==> src/hdl/hsvrgb_pkg.sv <==
// ----------------------------------------------------------------------------
// hsvrgb_pkg
// Shared types, constants and helper functions of the HSV to RGB converter.
// ----------------------------------------------------------------------------
package hsvrgb_pkg;

    localparam int unsigned PIX_W   = 8;   // one colour component
    localparam int unsigned PROD_W  = 16;  // v*s and v*(255-s)
    localparam int unsigned CH_W    = 24;  // channel in units of 1/255^3
    localparam int unsigned NUM_W   = 35;  // scaled numerator before division
    localparam int unsigned NUM_CH  = 3;
    localparam int unsigned DIV_STG = 4;   // radix-4 digits of the quotient

    // floor((2558*x + 16581375) / 165813750) == floor((1279*x + 8290687) / 82906875)
    localparam logic [10:0]      GAIN    = 11'd1279;
    localparam logic [NUM_W-1:0] OFFSET  = NUM_W'(64'd8290687);
    localparam logic [NUM_W-1:0] DIVISOR = NUM_W'(64'd82906875);

    typedef enum logic [2:0] {
        SEC_RY = 3'd0,  // red to yellow
        SEC_YG = 3'd1,  // yellow to green
        SEC_GC = 3'd2,  // green to cyan
        SEC_CB = 3'd3,  // cyan to blue
        SEC_BM = 3'd4,  // blue to magenta
        SEC_MR = 3'd5   // magenta to red, full hue included
    } t_sector;

    typedef struct packed {
        t_sector          sec;
        logic [PIX_W-1:0] frac;
    } t_split;

    typedef struct packed {
        t_sector         sec;
        logic [CH_W-1:0] c;
        logic [CH_W-1:0] p;
        logic [CH_W-1:0] q;
        logic [CH_W-1:0] m;
    } t_front;

    typedef logic [NUM_CH-1:0][NUM_W-1:0] t_num3;
    typedef logic [NUM_CH-1:0][PIX_W-1:0] t_rgb;

    typedef struct packed {
        logic [1:0]       digit;
        logic [NUM_W-1:0] rem;
    } t_div_step;

    // Split 6*hue into sector and the remainder modulo 255; full hue lands
    // in the last sector with remainder 255.
    function automatic t_split hsv_split(input logic [PIX_W-1:0] hue);
        logic [10:0] h6;
        t_split      res;
        h6 = 11'({hue, 2'b00}) + 11'({hue, 1'b0});
        if (h6 >= 11'd1275) begin
            res.sec  = SEC_MR;
            res.frac = 8'(h6 - 11'd1275);
        end else if (h6 >= 11'd1020) begin
            res.sec  = SEC_BM;
            res.frac = 8'(h6 - 11'd1020);
        end else if (h6 >= 11'd765) begin
            res.sec  = SEC_CB;
            res.frac = 8'(h6 - 11'd765);
        end else if (h6 >= 11'd510) begin
            res.sec  = SEC_GC;
            res.frac = 8'(h6 - 11'd510);
        end else if (h6 >= 11'd255) begin
            res.sec  = SEC_YG;
            res.frac = 8'(h6 - 11'd255);
        end else begin
            res.sec  = SEC_RY;
            res.frac = 8'(h6);
        end
        return res;
    endfunction

    // One radix-4 restoring digit against the divisor shifted by sh bits.
    function automatic t_div_step div_step(input logic [NUM_W-1:0] rem,
                                           input int unsigned      sh);
        logic [NUM_W-1:0] d1;
        logic [NUM_W-1:0] d2;
        logic [NUM_W-1:0] d3;
        t_div_step        res;
        d1 = DIVISOR << sh;
        d2 = d1 << 1;
        d3 = d1 + d2;
        if (rem >= d3) begin
            res.digit = 2'd3;
            res.rem   = rem - d3;
        end else if (rem >= d2) begin
            res.digit = 2'd2;
            res.rem   = rem - d2;
        end else if (rem >= d1) begin
            res.digit = 2'd1;
            res.rem   = rem - d1;
        end else begin
            res.digit = 2'd0;
            res.rem   = rem;
        end
        return res;
    endfunction

endpackage

==> src/hdl/hsvrgb_front.sv <==
// ----------------------------------------------------------------------------
// hsvrgb_front
// Two stages: hue split and v*s products, then chroma, P, Q and offset terms.
// ----------------------------------------------------------------------------
module hsvrgb_front
    import hsvrgb_pkg::*;
(
    input  logic             i_clk,
    input  logic             i_rst_n,
    input  logic             i_vld,
    output logic             o_rdy,
    input  logic [PIX_W-1:0] i_hue,
    input  logic [PIX_W-1:0] i_sat,
    input  logic [PIX_W-1:0] i_val,
    output logic             o_vld,
    input  logic             i_rdy,
    output t_front           o_data
);

    logic              r_s1_vld;
    t_sector           r_s1_sec;
    logic [PIX_W-1:0]  r_s1_frac;
    logic [PROD_W-1:0] r_s1_vs;
    logic [PROD_W-1:0] r_s1_w;
    logic              r_s2_vld;
    t_front            r_s2_data;

    logic   en1;
    logic   en2;
    t_split split;
    t_front n_s2_data;

    assign en2   = !r_s2_vld || i_rdy;
    assign en1   = !r_s1_vld || en2;
    assign o_rdy = en1;
    assign split = hsv_split(i_hue);

    always_comb begin
        n_s2_data.sec = r_s1_sec;
        n_s2_data.c   = CH_W'({r_s1_vs, 8'h00}) - CH_W'(r_s1_vs);
        n_s2_data.p   = CH_W'(r_s1_vs) * CH_W'(r_s1_frac);
        n_s2_data.q   = CH_W'(r_s1_vs) * CH_W'(PIX_W'(~r_s1_frac));
        n_s2_data.m   = CH_W'({r_s1_w, 8'h00}) - CH_W'(r_s1_w);
    end

    always_ff @(posedge i_clk) begin
        if (!i_rst_n) begin
            r_s1_vld <= 1'b0;
            r_s2_vld <= 1'b0;
        end else begin
            if (en1) r_s1_vld <= i_vld;
            if (en2) r_s2_vld <= r_s1_vld;
        end
    end

    always_ff @(posedge i_clk) begin
        if (en1) begin
            r_s1_sec  <= split.sec;
            r_s1_frac <= split.frac;
            r_s1_vs   <= PROD_W'(i_val) * PROD_W'(i_sat);
            r_s1_w    <= PROD_W'(i_val) * PROD_W'(PIX_W'(~i_sat));
        end
        if (en2) begin
            r_s2_data <= n_s2_data;
        end
    end

    assign o_vld  = r_s2_vld;
    assign o_data = r_s2_data;

endmodule

==> src/hdl/hsvrgb_mix.sv <==
// ----------------------------------------------------------------------------
// hsvrgb_mix
// Two stages: route terms to channels by sector and add the offset, then
// scale each channel into the numerator of the final division.
// ----------------------------------------------------------------------------
module hsvrgb_mix
    import hsvrgb_pkg::*;
(
    input  logic   i_clk,
    input  logic   i_rst_n,
    input  logic   i_vld,
    output logic   o_rdy,
    input  t_front i_data,
    output logic   o_vld,
    input  logic   i_rdy,
    output t_num3  o_num
);

    logic                       r_s3_vld;
    logic [NUM_CH-1:0][CH_W-1:0] r_s3_x;
    logic                       r_s4_vld;
    t_num3                      r_s4_num;

    logic                        en3;
    logic                        en4;
    logic [NUM_CH-1:0][CH_W-1:0] sel;
    t_num3                       n_s4_num;

    assign en4   = !r_s4_vld || i_rdy;
    assign en3   = !r_s3_vld || en4;
    assign o_rdy = en3;

    // channel order: red, green, blue
    always_comb begin
        case (i_data.sec)
            SEC_RY:  sel = {CH_W'(0),  i_data.p, i_data.c};
            SEC_YG:  sel = {CH_W'(0),  i_data.c, i_data.q};
            SEC_GC:  sel = {i_data.p,  i_data.c, CH_W'(0)};
            SEC_CB:  sel = {i_data.c,  i_data.q, CH_W'(0)};
            SEC_BM:  sel = {i_data.c,  CH_W'(0), i_data.p};
            default: sel = {i_data.q,  CH_W'(0), i_data.c};
        endcase
    end

    always_comb begin
        for (int ch = 0; ch < NUM_CH; ch++) begin
            n_s4_num[ch] = NUM_W'(r_s3_x[ch]) * NUM_W'(GAIN) + OFFSET;
        end
    end

    always_ff @(posedge i_clk) begin
        if (!i_rst_n) begin
            r_s3_vld <= 1'b0;
            r_s4_vld <= 1'b0;
        end else begin
            if (en3) r_s3_vld <= i_vld;
            if (en4) r_s4_vld <= r_s3_vld;
        end
    end

    always_ff @(posedge i_clk) begin
        if (en3) begin
            for (int ch = 0; ch < NUM_CH; ch++) begin
                r_s3_x[ch] <= sel[ch] + i_data.m;
            end
        end
        if (en4) begin
            r_s4_num <= n_s4_num;
        end
    end

    assign o_vld = r_s4_vld;
    assign o_num = r_s4_num;

endmodule

==> src/hdl/hsvrgb_div.sv <==
// ----------------------------------------------------------------------------
// hsvrgb_div
// Radix-4 restoring division by a constant, one quotient digit per stage.
// ----------------------------------------------------------------------------
module hsvrgb_div
    import hsvrgb_pkg::*;
(
    input  logic  i_clk,
    input  logic  i_rst_n,
    input  logic  i_vld,
    output logic  o_rdy,
    input  t_num3 i_num,
    output logic  o_vld,
    input  logic  i_rdy,
    output t_rgb  o_rgb
);

    logic [DIV_STG-1:0] r_vld;
    t_num3              r_rem [DIV_STG-1];
    t_rgb               r_quo [DIV_STG];
    logic [DIV_STG-1:0] en;

    always_comb begin
        en[DIV_STG-1] = !r_vld[DIV_STG-1] || i_rdy;
        for (int k = DIV_STG - 2; k >= 0; k--) begin
            en[k] = !r_vld[k] || en[k+1];
        end
    end

    assign o_rdy = en[0];

    always_ff @(posedge i_clk) begin
        if (!i_rst_n) begin
            r_vld <= '0;
        end else begin
            if (en[0]) r_vld[0] <= i_vld;
            for (int k = 1; k < DIV_STG; k++) begin
                if (en[k]) r_vld[k] <= r_vld[k-1];
            end
        end
    end

    for (genvar k = 0; k < DIV_STG; k++) begin : g_stg
        t_num3     rem_in;
        t_rgb      quo_in;
        t_div_step step [NUM_CH];

        if (k == 0) begin : g_first
            assign rem_in = i_num;
            assign quo_in = '0;
        end else begin : g_next
            assign rem_in = r_rem[k-1];
            assign quo_in = r_quo[k-1];
        end

        always_comb begin
            for (int ch = 0; ch < NUM_CH; ch++) begin
                step[ch] = div_step(rem_in[ch], 2 * (DIV_STG - 1 - k));
            end
        end

        always_ff @(posedge i_clk) begin
            if (en[k]) begin
                for (int ch = 0; ch < NUM_CH; ch++) begin
                    r_quo[k][ch] <= {quo_in[ch][PIX_W-3:0], step[ch].digit};
                end
            end
        end

        if (k < DIV_STG - 1) begin : g_rem
            always_ff @(posedge i_clk) begin
                if (en[k]) begin
                    for (int ch = 0; ch < NUM_CH; ch++) begin
                        r_rem[k][ch] <= step[ch].rem;
                    end
                end
            end
        end
    end

    assign o_vld = r_vld[DIV_STG-1];
    assign o_rgb = r_quo[DIV_STG-1];

endmodule

==> src/hdl/hsv_to_rgb_convert_core.sv <==
// ----------------------------------------------------------------------------
// hsv_to_rgb_convert_core
// HSV to RGB colour converter, eight-stage pipeline, one pixel per cycle while the output is ready.
// ----------------------------------------------------------------------------
// Converts one pixel per clock cycle, sustained while the output accepts
// results, each accepted input word giving one output word. Hue, saturation and
// value are 8-bit fractions of 255; the result is exact: every channel is
// worked in integer units of 1/255^3 and rounded as floor(0.1 + 255.8*x).
// The depth is set by the final constant division, which resolves two
// quotient bits per stage over four stages; the first four stages split the
// hue, form the chroma products and scale each channel. Every stage holds
// its own valid bit and each stage's ready looks only at the stage after it,
// so bubbles close up and a new word is taken while a finished result waits
// on the output, as long as a bubble remains. There are no configuration
// registers and no state between pixels.
// ----------------------------------------------------------------------------
module hsv_to_rgb_convert_core
    import hsvrgb_pkg::*;
(
    input  logic        i_clk,
    input  logic        i_rst_n,
    // input stream
    input  logic        i_s_axis_tvalid,
    output logic        o_s_axis_tready,
    input  logic [23:0] i_s_axis_tdata,  // [7:0] hue, [15:8] saturation, [23:16] brightness
    // output stream
    output logic        o_m_axis_tvalid,
    input  logic        i_m_axis_tready,
    output logic [23:0] o_m_axis_tdata   // [7:0] red, [15:8] green, [23:16] blue
);

    logic   front_vld;
    logic   front_rdy;
    t_front front_data;
    logic   mix_vld;
    logic   mix_rdy;
    t_num3  mix_num;
    t_rgb   rgb;

    // Stages one and two: hue sector and fraction, v*s, then C, P, Q and M.
    hsvrgb_front u_front (
        .i_clk   (i_clk),
        .i_rst_n (i_rst_n),
        .i_vld   (i_s_axis_tvalid),
        .o_rdy   (o_s_axis_tready),
        .i_hue   (i_s_axis_tdata[7:0]),
        .i_sat   (i_s_axis_tdata[15:8]),
        .i_val   (i_s_axis_tdata[23:16]),
        .o_vld   (front_vld),
        .i_rdy   (front_rdy),
        .o_data  (front_data)
    );

    // Stages three and four: route terms by sector, add M, scale numerator.
    hsvrgb_mix u_mix (
        .i_clk   (i_clk),
        .i_rst_n (i_rst_n),
        .i_vld   (front_vld),
        .o_rdy   (front_rdy),
        .i_data  (front_data),
        .o_vld   (mix_vld),
        .i_rdy   (mix_rdy),
        .o_num   (mix_num)
    );

    // Stages five to eight: divide each channel down to eight bits.
    hsvrgb_div u_div (
        .i_clk   (i_clk),
        .i_rst_n (i_rst_n),
        .i_vld   (mix_vld),
        .o_rdy   (mix_rdy),
        .i_num   (mix_num),
        .o_vld   (o_m_axis_tvalid),
        .i_rdy   (i_m_axis_tready),
        .o_rgb   (rgb)
    );

    // Pack the output word, red in the lowest byte.
    assign o_m_axis_tdata = {rgb[2], rgb[1], rgb[0]};

endmodule
==> config.mk <==
export PLATFORM = sky130hd
export DESIGN_NAME = hsv_to_rgb_convert_core
export DESIGN_NICKNAME = d
export VERILOG_FILES = /design/src/hdl/hsvrgb_pkg.sv /design/src/hdl/hsvrgb_front.sv /design/src/hdl/hsvrgb_mix.sv /design/src/hdl/hsvrgb_div.sv /design/src/hdl/hsv_to_rgb_convert_core.sv
export SDC_FILE = /design/constraint.sdc
export NUM_CORES = 2
export LEC_CHECK = 0
export ABC_AREA = 1
export BUFFER_PORTS_ARGS = -buffer_cell sky130_fd_sc_hd__buf_2
export CAP_MARGIN = 10
export CORE_MARGIN = 8
export CORE_UTILIZATION = 50
export DETAILED_ROUTE_END_ITERATION = 10
export GPL_TIMING_DRIVEN = 0
export PLACE_DENSITY = 0.65
export SETUP_SLACK_MARGIN = 0.15
export SKIP_LAST_GASP = 1
export SYNTH_ARGS = -nofsm -noshare
export SYNTH_HDL_FRONTEND = slang
export SYNTH_SLANG_ARGS = --single-unit
export TNS_END_PERCENT = 50
==> constraint.sdc <==
create_clock -name i_clk -period 14.29 [get_ports i_clk]
set_input_delay 1.429 -clock i_clk [delete_from_list [all_inputs] [get_ports i_clk]]
set_output_delay 1.429 -clock i_clk [all_outputs]
set_load 0.1 [all_outputs]
# Yosys cells after proc, flatten, opt, wreduce, memory -nomap -nowiden
# Memories as Yosys holds them, arrays and structs flattened.
# Cells that the tools add are included.
# Widths: inputs -> output; s select.
# word_totals
reg_bits	327
latch_bits	0
mem_bits_rw	411
mem_bits_ro	0
in_bits	28
output_inout_bits	26
memories	2
# op_classes
n_addsub	50
mul	7
div_mod_pow	0
magnitude_cmp	41
n_eq_ne	4
n_shift	0
mux	50
bitwise	2
reduce_logical	18
# memory_table
memory	depth	word_bits	rd	rd_clocked_by_memory_dff	write_ports	line_no	rtl
u_div.r_rem	3	105	3	0	3	hsvrgb_div.sv:19	t_num3 r_rem [DIV_STG-1];
u_div.r_quo	4	24	4	0	4	hsvrgb_div.sv:20	t_rgb r_quo [DIV_STG];
# op_table
cell	n
$mux 37	24
$mux 36	12
$pmux 72 s5	1
$ge 35x28->1 const B	6
$ge 35x30->1 const B	6
$ge 35x32->1 const B	6
$ge 35x34->1 const B	6
$sub 35x28->35 const B	6
$sub 35x30->35 const B	6
$sub 35x32->35 const B	6
$sub 35x34->35 const B	6
$add 35x23->35 const B	3
$ge 35x27->1 const B	3
$ge 35x29->1 const B	3
$ge 35x31->1 const B	3
$ge 35x33->1 const B	3
$mul 24x11->35 const B	3
$sub 35x27->35 const B	3
$sub 35x29->35 const B	3
$sub 35x31->35 const B	3
$sub 35x33->35 const B	3
$add 24x24->24	3
$mul 16x8->24	2
$sub 24x16->24	2
19 further kinds	50

# Depth between registers and ports, before layout
# logic_depth
depth_word	9
depth_mapped	24

# Cells and area by module
# From an unflattened synthesis, not the netlist that was laid out.
# hier_totals
cells_unflattened	15038
area_unflattened_um2	100244.9
# by_module_without_submodules
mod	instances	cells_per_inst	area_per_inst_um2
hsvrgb_div	1	8575	49845.3
hsvrgb_mix	1	4142	31101.1
hsvrgb_front	1	2321	19298.5

# Least setup slack after synthesis
# Ideal clock, no wire load.
# synth_path
path_kind	input to output
startpoint	input i_m_axis_tready
endpoint	output o_s_axis_tready
arrival_time_ns	11.032
slack_ns	1.829
path_stages	10
n_path_buf	0
cell_sequence	nor2_1 > inv_1 > nor2_1 > inv_1 > nor2_1 > nand2_1 > nor2_1 > nand2_1 > nor2_1 > nand2_1
# synth_via
elab_chain_len	8
# synth_lines
item	line_no	rtl
start, declared	hsv_to_rgb_convert_core.sv:28	input logic i_m_axis_tready,
$logic_or 1x1->1	hsvrgb_div.sv:24	en[DIV_STG-1] = !r_vld[DIV_STG-1] || i_rdy;
net u_div.en[3]	hsvrgb_div.sv:21	logic [DIV_STG-1:0] en;
$logic_or 1x1->1	hsvrgb_div.sv:26	en[k] = !r_vld[k] || en[k+1];
net u_div.en[2]	hsvrgb_div.sv:21	
$logic_or 1x1->1 (2 in a row)	hsvrgb_div.sv:26	
net mix_rdy	hsv_to_rgb_convert_core.sv:36	logic mix_rdy;
$logic_or 1x1->1	hsvrgb_mix.sv:29	assign en4 = !r_s4_vld || i_rdy;
$logic_or 1x1->1	hsvrgb_mix.sv:30	assign en3 = !r_s3_vld || en4;
net front_rdy	hsv_to_rgb_convert_core.sv:33	logic front_rdy;
$logic_or 1x1->1	hsvrgb_front.sv:33	assign en2 = !r_s2_vld || i_rdy;
$logic_or 1x1->1	hsvrgb_front.sv:34	assign en1 = !r_s1_vld || en2;
end, declared	hsv_to_rgb_convert_core.sv:24	output logic o_s_axis_tready,
# The timed path passes the listed nets, and every way through them passes these cells.

# Worst setup path in the final report
# Same ends and word-level chain as after synthesis.

==> impl_metrics.tcl <==
set metrics [dict create \
    grt_pass1_wl_mm 502 \
    dp_hpwl_mm 264 \
    grt_pass1_vias 89100 \
    drive_above_1_share_pct 6.17 \
    die_area_um2 209000 \
    grtUsageMet3_pct 3.24 \
    holdCritPathClass "register to register" \
    clock_skew_ns 0.0413 \
    coreArea_um2 194000 \
    io_buffer_count 51 \
    required_ns 12.86 \
    top_usage_layer "met2" \
    critPathArrivalTime_ns 5.54 \
    area_growth_pct 6.91 \
    start_util_pct 50.1 \
    fin_crit_sh_pct 48.8 \
    die_h_um 458 \
    critPathLaunchType "input pin" \
    gp_congestion 1.02 \
    synth_fp_nets 15300 \
    ys.flop_type "edfxtp_1" \
    routed_wl_mm 322 \
    status "finished, final reports clean" \
    cts_resized 0 \
    worstHoldStart "u_div.r_quo[0][1]$_SDFFCE_PN1P_" \
    synth_cell_type_count 76 \
    clkSinkCount 701 \
    drt_iter0_markers 7735 \
    setup_viol 0 \
    synth_seq_cells 701 \
    antenna_left 0 \
    critPathCaptureType "output port" \
    final_cell_mix "nand2_1, inv_1, nor2_1" \
    fmax_mhz 143 \
    rsz0062_at_grt "no" \
    setup_ws_ns 7.32 \
    worstSetupStartpoint "i_m_axis_tready" \
    fillers 19700 \
    row_count 162 \
    root_buffer "clkbuf_16" \
    clk_latency_ns 0.73 \
    synth_edf_count 693 \
    antenna_found_initial 2 \
    dp_worst_setup_slack_ns 7.27 \
    viasPerCell 5.43 \
    dr.pass1.iters 9 \
    slew_viol_final 0 \
    via_count 91500 \
    cts_tree "built" \
    grt_use_total_pct 29.9 \
    drc 0 \
    avgSynthCellArea_um2 6.93 \
    layout_commonest_cell "nand2_1" \
    period_needed_ns 6.97 \
    nets 15500 \
    clk_pin_slew_worst_paths_ns 0.06 \
    critPathKind "input pin to output port" \
    ys_seq_area_share_pct 21.5 \
    ios 54 \
    wl_per_cell_um 19.1 \
    worstReg2RegStart "u_front.r_s1_frac[7]$_DFFE_PP_" \
    die_w_um 458 \
    syn_inst 14100 \
    grtUsageMet2_pct 49.9 \
    post_cts_buffers 0 \
    grt_overflow 0 \
    cts_hold_buffers 0 \
    max-clock-path-buffers 3 \
    numCtsBuffers 90 \
    htree_levels 3 \
    grt_use_met1_pct 38.5 \
    ys_warn_count 0 \
    synthArstFlopShare_pct 0 \
    rrSetupSlack_ns 8.43 \
    syn_area_um2 97500 \
    fin_hold_ws_ns 0.412 \
    grt_max_degree 76 \
    path_max_fanout 59 \
    maxCapViolations 0 \
    max_slew_margin_pct 37.6 \
    max_slew.worst_pin.slew_ns 0.930 \
    hold_viol_final 0 \
]
metal layers:
metal	up-vias	wire, µm
met4	2	18900
met3	835	19900
met2	3417	149000
met5	-	12
met1	42300	134000
li1	45000	-
cell usage after synthesis (31+ instances only):
cell	count	share of area (%)
ha_1	604	7.8
clkbuf_1	92	0.35
nand3_2	31	0.32
o21a_1	33	0.25
nor2_1	1392	5.4
xnor2_1	123	1.1
nor2_2	49	0.31
nand2_1	4322	17
nand3_1	785	4.0
o21bai_1	37	0.28
nand3b_1	33	0.25
nand4_1	244	1.6
nor4_1	34	0.22
edfxtp_1	693	21
nor3_1	178	0.91
a31oi_1	36	0.23
nand2_2	65	0.42
buf_2	171	0.88
buf_6	60	0.69
o221ai_1	52	0.47
inv_1	2140	8.2
xor2_1	638	5.7
inv_2	77	0.30
a21o_1	33	0.25
fa_1	623	13
buf_4	93	0.72
a21oi_1	572	2.9
o21ai_1	71	0.36
o21ai_0	443	2.3
cell families after synthesis:
kind of cell | synth area share, %
adder cells (fa/ha/maj) | 20.6
flip-flops | 21.5
AO/OA/AOI/OAI | 8.55
buffers and inverters | 11.4
XOR/XNOR | 6.91
AND/OR/NAND/NOR | 31.0
layout make-up:
class / instances / area, µm² / share of cell area, %
plain buffers: 437 / 2680 / 2.58
diodes: 2 / 5.00 / 0.00480
flip-flops and latches: 701 / 21000 / 20.1
well taps: 2542 / 3180 / 3.05
multi-input cells: 10700 / 65400 / 62.7
inverters: 2249 / 8470 / 8.13
clock inverters: 69 / 769 / 0.738
clock buffers: 98 / 2280 / 2.19
repair buffers: 59 / 468 / 0.449
stage by stage:
| step | setup TNS (ns) | util (%) | area [µm²] | cells |
|---|---|---|---|---|
| 5_1_grt | 0 | 53.6 | 104000 | 16800 |
| 2_1_floorplan | 0 | - | 97500 | 14100 |
| 3_5_place_dp | 0 | 52.0 | 101000 | 16700 |
| 6_report | 0 | 53.6 | 104000 | 16800 |
| 4_1_cts | 0 | 53.6 | 104000 | 16800 |
| 3_3_place_gp | -327.68 | 51.9 | 101000 | 16700 |
final timing paths:
path | end | cells after the start
setup / recovery | o_s_axis_tready | 14
hold reg to reg | u_div.r_quo[1][3]$_DFFE_PP_ | 0
setup reg to reg | u_front.o_data[66]$_DFFE_PP_ | 23
hold / removal | u_div.r_quo[1][3]$_DFFE_PP_ | 0
worst max-delay path, stage by stage:
cell and delay (ns):
buf_2 0.09, nor2_1 0.11, inv_2 0.07, buf_16 0.17, nor2_1 0.26, inv_6 0.23, nor2_1 0.44, nand2_4 0.45
nor2_1 0.47, nand2_4 0.16, nor2_1 0.42, nand2_2 0.50, buf_12 0.35, buf_2 0.31
registers in the layout, indices dropped and copies added, names as in the netlist:
| signal | cells |
|---|---|
| u_div.r_rem | 315 |
| u_mix.o_num | 105 |
| u_front.o_data | 99 |
| u_mix.r_s3_x | 72 |
| u_div.r_quo | 60 |
| u_front.r_s1_vs | 16 |
| u_front.r_s1_w | 16 |
| u_front.r_s1_frac | 8 |
| u_div.r_vld | 4 |
| u_front.r_s1_sec | 2 |
| u_front.o_vld | 1 |
| u_front.r_s1_vld | 1 |
| u_mix.o_vld | 1 |
| u_mix.r_s3_vld | 1 |
Power is left out: the tool's default activity adds up to more than one toggle a clock period on the data nets, which glitch-free logic cannot reach.
